### config.mk
export PLATFORM = sky130hd
export DESIGN_NAME = pfn_fq
export DESIGN_NICKNAME = d
export VERILOG_FILES = /design/src/hdl/pfn_pkg.sv /design/src/hdl/pfn_fq.sv
export SDC_FILE = /design/constraint.sdc
export NUM_CORES = 1
export LEC_CHECK = 0
export BUFFER_PORTS_ARGS = -buffer_cell sky130_fd_sc_hd__buf_2
export CAP_MARGIN = 15
export CELL_PAD_IN_SITES_DETAIL_PLACEMENT = 1
export CELL_PAD_IN_SITES_GLOBAL_PLACEMENT = 1
export CORE_MARGIN = 4
export CORE_UTILIZATION = 35
export DETAILED_ROUTE_END_ITERATION = 8
export PLACE_DENSITY = 0.65
export SLEW_MARGIN = 30
export SYNTH_ARGS = -nofsm -noshare
export SYNTH_HDL_FRONTEND = slang
export SYNTH_SLANG_ARGS = --single-unit
### constraint.sdc
create_clock -name clk -period 20.4 [get_ports clk]
set_input_delay 3.06 -clock clk [delete_from_list [all_inputs] [get_ports clk]]
set_output_delay 3.06 -clock clk [all_outputs]
set_load 0.1 [all_outputs]
### src/hdl/pfn_pkg.sv
package pfn_pkg;

    localparam int AXES        = 3;
    localparam int COORD_BITS  = 24;
    localparam int NORMAL_BITS = 16;
    localparam int SUM_BITS    = 60;
    localparam int DIFF_BITS   = COORD_BITS + 1;
    localparam int PROD_BITS   = 2 * DIFF_BITS;
    localparam int MAG_BITS    = SUM_BITS;
    localparam int HALF_BITS   = MAG_BITS / 2;
    localparam int HPROD_BITS  = 2 * HALF_BITS;
    localparam int SQ_BITS     = 2 * MAG_BITS;
    localparam int ROOT_BITS   = MAG_BITS;
    localparam int REM_BITS    = ROOT_BITS + 3;
    localparam int NUM_BITS    = MAG_BITS + NORMAL_BITS - 1;
    localparam int SQ_STEPS    = AXES * 3;
    localparam int CNT_BITS    = $clog2(ROOT_BITS + 1);
    localparam int FQ_DEPTH    = 4;
    localparam int FQ_PTR_BITS = $clog2(FQ_DEPTH);

    localparam logic [NORMAL_BITS-1:0] NORM_MAX = {1'b0, {(NORMAL_BITS-1){1'b1}}};
    localparam logic signed [NORMAL_BITS-1:0] NORM_NEG_LIMIT =
        {1'b1, {(NORMAL_BITS-1){1'b0}}};

    typedef logic signed [COORD_BITS-1:0]  coord_t;
    typedef logic signed [DIFF_BITS-1:0]   diff_t;
    typedef logic signed [PROD_BITS-1:0]   prod_t;
    typedef logic signed [SUM_BITS-1:0]    sum_t;
    typedef logic signed [NORMAL_BITS-1:0] normal_t;

    typedef struct packed {
        sum_t x;
        sum_t y;
        sum_t z;
    } face_t;

    typedef struct packed {
        logic full;
        logic empty;
    } fq_status_t;

    typedef enum logic [2:0] {
        B_IDLE,
        B_SQ,
        B_SQRT,
        B_PREP,
        B_DIV,
        B_DONE
    } back_state_t;

endpackage

### src/hdl/pfn_fq.sv
module pfn_fq (
    input  logic                clk,
    input  logic                rst_n,
    input  logic                wr_en,
    input  pfn_pkg::face_t      wr_data,
    input  logic                rd_en,
    output pfn_pkg::face_t      rd_data,
    output pfn_pkg::fq_status_t status
);
    import pfn_pkg::*;

    face_t                 mem [FQ_DEPTH];
    logic [FQ_PTR_BITS-1:0] wr_ptr_reg, rd_ptr_reg;
    logic [FQ_PTR_BITS:0]   cnt_reg;
    logic                  do_wr, do_rd;

    assign status.full  = (cnt_reg == (FQ_PTR_BITS+1)'(FQ_DEPTH));
    assign status.empty = (cnt_reg == '0);
    assign do_wr   = wr_en && !status.full;
    assign do_rd   = rd_en && !status.empty;
    assign rd_data = mem[rd_ptr_reg];

    always_ff @(posedge clk or negedge rst_n)
    begin
        if (!rst_n)
        begin
            wr_ptr_reg <= '0;
            rd_ptr_reg <= '0;
            cnt_reg    <= '0;
        end
        else
        begin
            if (do_wr)
                wr_ptr_reg <= (wr_ptr_reg == FQ_PTR_BITS'(FQ_DEPTH-1)) ? '0 : wr_ptr_reg + 1'b1;
            if (do_rd)
                rd_ptr_reg <= (rd_ptr_reg == FQ_PTR_BITS'(FQ_DEPTH-1)) ? '0 : rd_ptr_reg + 1'b1;
            if (do_wr && !do_rd)
                cnt_reg <= cnt_reg + 1'b1;
            else if (do_rd && !do_wr)
                cnt_reg <= cnt_reg - 1'b1;
        end
    end

    always_ff @(posedge clk)
    begin
        if (do_wr)
            mem[wr_ptr_reg] <= wr_data;
    end

endmodule

# Word-level counts from Yosys, hierarchy flattened
# Memories as Yosys holds them, arrays and structs flattened.
# Cells that the tools add are included.
[totals] ff_bits=7 ramBits=720 inputBits=184 out_inout_bits=182 word_cells=27 memories=1
[memory_table] name="mem" words=4 width=180 rd=1 rd_clocked_by_memory_dff=0 wr=1 line="pfn_fq.sv:12" source="face_t mem [FQ_DEPTH];"
[op_classes] n_addsub=4 eq_ne=3 mux=6 reduce_logical=10
[ops] cell="3-bit two-way mux" count=2
[ops] cell="2-bit by 1-bit adder with 2-bit output, second input constant" count=2
[ops] cell="2-bit equality test, second input constant" count=2
[ops] cell="1-bit logical AND" count=4
[ops] cell="1-bit zero test" count=4
[ops] cell="2-bit two-way mux" count=2
[ops] cell="3-bit by 1-bit adder with 3-bit output, second input constant" count=1
[ops] cell="3-bit equality test, second input constant" count=1
[ops] cell="3-bit zero test" count=1
[ops] cell="3-bit by 1-bit subtractor with 3-bit output, second input constant" count=1
[ops] cell="1-bit two-way mux" count=2
[ops] cell="2-bit nonzero test" count=1

# Longest topological paths before layout
[logic_depth] ltp_word=7 depth_mapped=8 depth_no_buf=8

# Least setup slack after synthesis
# Ideal clock, no wire load.
[synth_path] path_type="in2reg" from="input wr_en" to="memory mem[3][0] in the netlist's numbering, enable pin" setup_time_ns=0.727 arrival_time_ns=10.646 required_time_ns=19.673 path_slack_ns=9.027 stages=2 n_path_buf=0 path_cell_list="nand2_1 -> nor2_1"
[synth_between] elab_chain_cells=3
[synth_rtl] element="from (decl)" line="pfn_fq.sv:4" source="input logic wr_en,"
[synth_rtl] element="1-bit logical AND" line="pfn_fq.sv:19" source="assign do_wr = wr_en && !status.full;"
[synth_rtl] element="1-bit two-way mux" line="pfn_fq.sv:46" source="if (do_wr)"
[synth_rtl] element="1-bit two-way mux (implied by the code)" line="pfn_fq.sv:47" source="mem[wr_ptr_reg] <= wr_data;"
[synth_rtl] element="to (decl)" line="pfn_fq.sv:12"
# No other way between the ends.

==> flow_summary.toml <==
[routing]
routed_wl_um = 58100
drt-initial-drc-count = 766
vias = 11800
via_per_inst = 4.83
drtPass1Iterations = 4
ant_nets = 0
drc = 0
wl_per_cell_um = 23.8

[floorplanning]
dieArea_um2 = 80000
start_util_pct = 35.4
die_height_um = 283
io_pins = 366
fp-row-count = 100
core_area_um2 = 74700
die_w_um = 283

[setup_path]
critical_path.max_stage_delay_ps = 980
cp.required_ps = 17340
crit_chain = "buf_12 -> buf_4 -> mux4_2 -> buf_2"
critPathLaunchType = "flop"
critPathKind = "reg -> out"
slowest_stage = "dfrtp_4"
arrival_ps = 3770
cp_num_buf_inv = 3
cpLargestDelayFamily = "buffers and inverters"
worstSetupEndpointType = "primary output"
r2r_slack_ps = 17010
worst-path-max-fanout = 43

[clocking]
cts.sinks = 727
numCtsBuffers = 77
cts_hold_buf = 0
worstSkewPairLatency_ps = 610
clkTransAtPathRegs_ps = 60
cts_root_buf = "clkbuf_16"
cts_tree = "yes"
cts_setup_buffers = 0
ctsResizeCount = 0
htree_levels = 3
clk_path_buf_depth = 3

[synth]
synthSimpleGateAreaFrac_pct = 0.246
synth_seq_cells = 727
synth_top_area_share_pct = 81.8
synth_compound_area_share_pct = 0.0757
synthTopCellsByArea = "edfxtp_1, mux4_2, buf_6"
synth_cell_type_count = 19
syn_nets = 1168
synth_top_family_by_area = "multiplexers"
yosysSeqAreaShare_pct = 82.4
synth_top_cell_by_area = "edfxtp_1"
syn_avg_cell_area_um2 = 27.1
synthAdderAreaFrac_pct = 0.360
syn_inst = 977
muxShareOfSynthArea_pct = 15.5
syn-cell-area_um2 = 26400
synthXorXnorAreaFrac_pct = 0.0994
ys_warn_count = 0

[global_routing]
grt_pass1_vias = 13000
antenna_found_initial = 20
grt_pass1_wl_um = 85800
grt-ovfl-total = 0
grt_max_degree = 104
track_usage_pct = 14.4

[final_layout]
nNetsFinal = 1593
mostFrequentLayoutCell = "edfxtp_1"
fillers = 6905
largest_reg_flops = 720
final_cell_mix = "edfxtp_1, buf_2, mux4_2, clkbuf_16, clkbuf_1"
drive_gt1_share_pct = 47.0
areaGrowthSynthToFinish_pct = 21.0

[hold_path]
hold_class = "reg -> reg"

[sta]
fin_worst_skew_ps = 34.6
post-route-min-period_ps = 6830
fmax_mhz = 146
maxSlewHeadroom_pct = 34.8
setup_tns_ps = 0
hold_violations = 0
setup_viol = 0
period_share_pct = 33.5
slew_viol_final = 0
tightest_slew_ps = 978
rsz0062_at_grt = "no"

[place]
place_congestion = 0.740
place_hpwl_um = 36300
io_buffers = 365

[job]
cap_violations = 0

[outcome]
outcome = "finished clean"
==> worst register-to-register path, stage by stage (launching register included) <==
cell,delay (ps)
dfrtp_1,420
ha_1,210
nand2_1,100
nor2_4,700
buf_4,680
buf_4,860
==> metrics by stage <==
stage	hold slack, ps	utilization (%)	worst slack [ps]	instances	area (um^2)
finish	543	42.8	13570	2446	32000
global route	562	42.8	13200	2434	32000
CTS	543	42.7	12930	2429	31900
detailed placement	529	39.4	13610	2290	29400
global placement	508	39.2	13650	2285	29300
floorplan	493	-	9030	977	26400
==> synthesized netlist by cell type <==
cell / number
a21o_1: 1
and2_1: 3
buf_2: 20
buf_6: 20
dfrtp_1: 7
edfxtp_1: 720
fa_1: 1
ha_1: 6
inv_1: 3
mux2_2: 4
mux4_2: 180
nand2_1: 1
nor2_1: 3
nor2b_2: 1
nor3_1: 2
nor3b_2: 1
o31ai_2: 1
xnor2_1: 1
xor2_1: 2
==> layout make-up <==
| class | instances | area [um^2] | share of cell area (%) |
|---|---|---|---|
| sequential | 727 | 21800 | 68.2 |
| multi-input combinational | 207 | 4320 | 13.5 |
| timing repair buffer | 386 | 2110 | 6.59 |
| clock buffer | 101 | 2080 | 6.50 |
| tap | 969 | 1210 | 3.79 |
| clock inverter | 38 | 420 | 1.31 |
| antenna | 15 | 37.5 | 0.117 |
| inverter | 3 | 11.3 | 0.0352 |
==> worst paths after layout <==
| path | from | endpoint | cells after the start |
|---|---|---|---|
| max reg2reg | wr_ptr_reg[0]$_DFFE_PN0P_ | mem[3][23]$_DFFE_PP_ | 5 |
| min in group asynchronous | rst_n | cnt_reg[2]$_DFFE_PN0P_ | 1 |
| min | cnt_reg[2]$_DFFE_PN0P_ | cnt_reg[2]$_DFFE_PN0P_ | 1 |
| max | rd_ptr_reg[0]$_DFFE_PN0P_ | rd_data[63] | 4 |
| max in group asynchronous | rst_n | rd_ptr_reg[0]$_DFFE_PN0P_ | 1 |
| min reg2reg | cnt_reg[2]$_DFFE_PN0P_ | cnt_reg[2]$_DFFE_PN0P_ | 1 |
==> logic make-up (layout without fill, tap and decap cells) <==
| family | count (synthesis) | after routing |
|---|---|---|
| compound gates | 2 | 2 |
| xor+xnor | 3 | 3 |
| fa+ha+maj | 7 | 7 |
| buf+inv | 43 | 528 |
| flops | 727 | 727 |
| mux | 184 | 184 |
| other cells | 0 | 15 |
| simple gates | 11 | 11 |
==> layer usage <==
metal / vias to the layer above / wire length (um) / global-route usage, %
li1: 5139 / - / -
met1: 6269 / 22600 / 18.0
met2: 297 / 29800 / 24.1
met3: 106 / 4120 / 4.35
met4: 12 / 1510 / 4.93
met5: - / 63 / 0
Power is not shown: default switching activity piles up to over one toggle a cycle in this logic, so the estimate is an artifact.
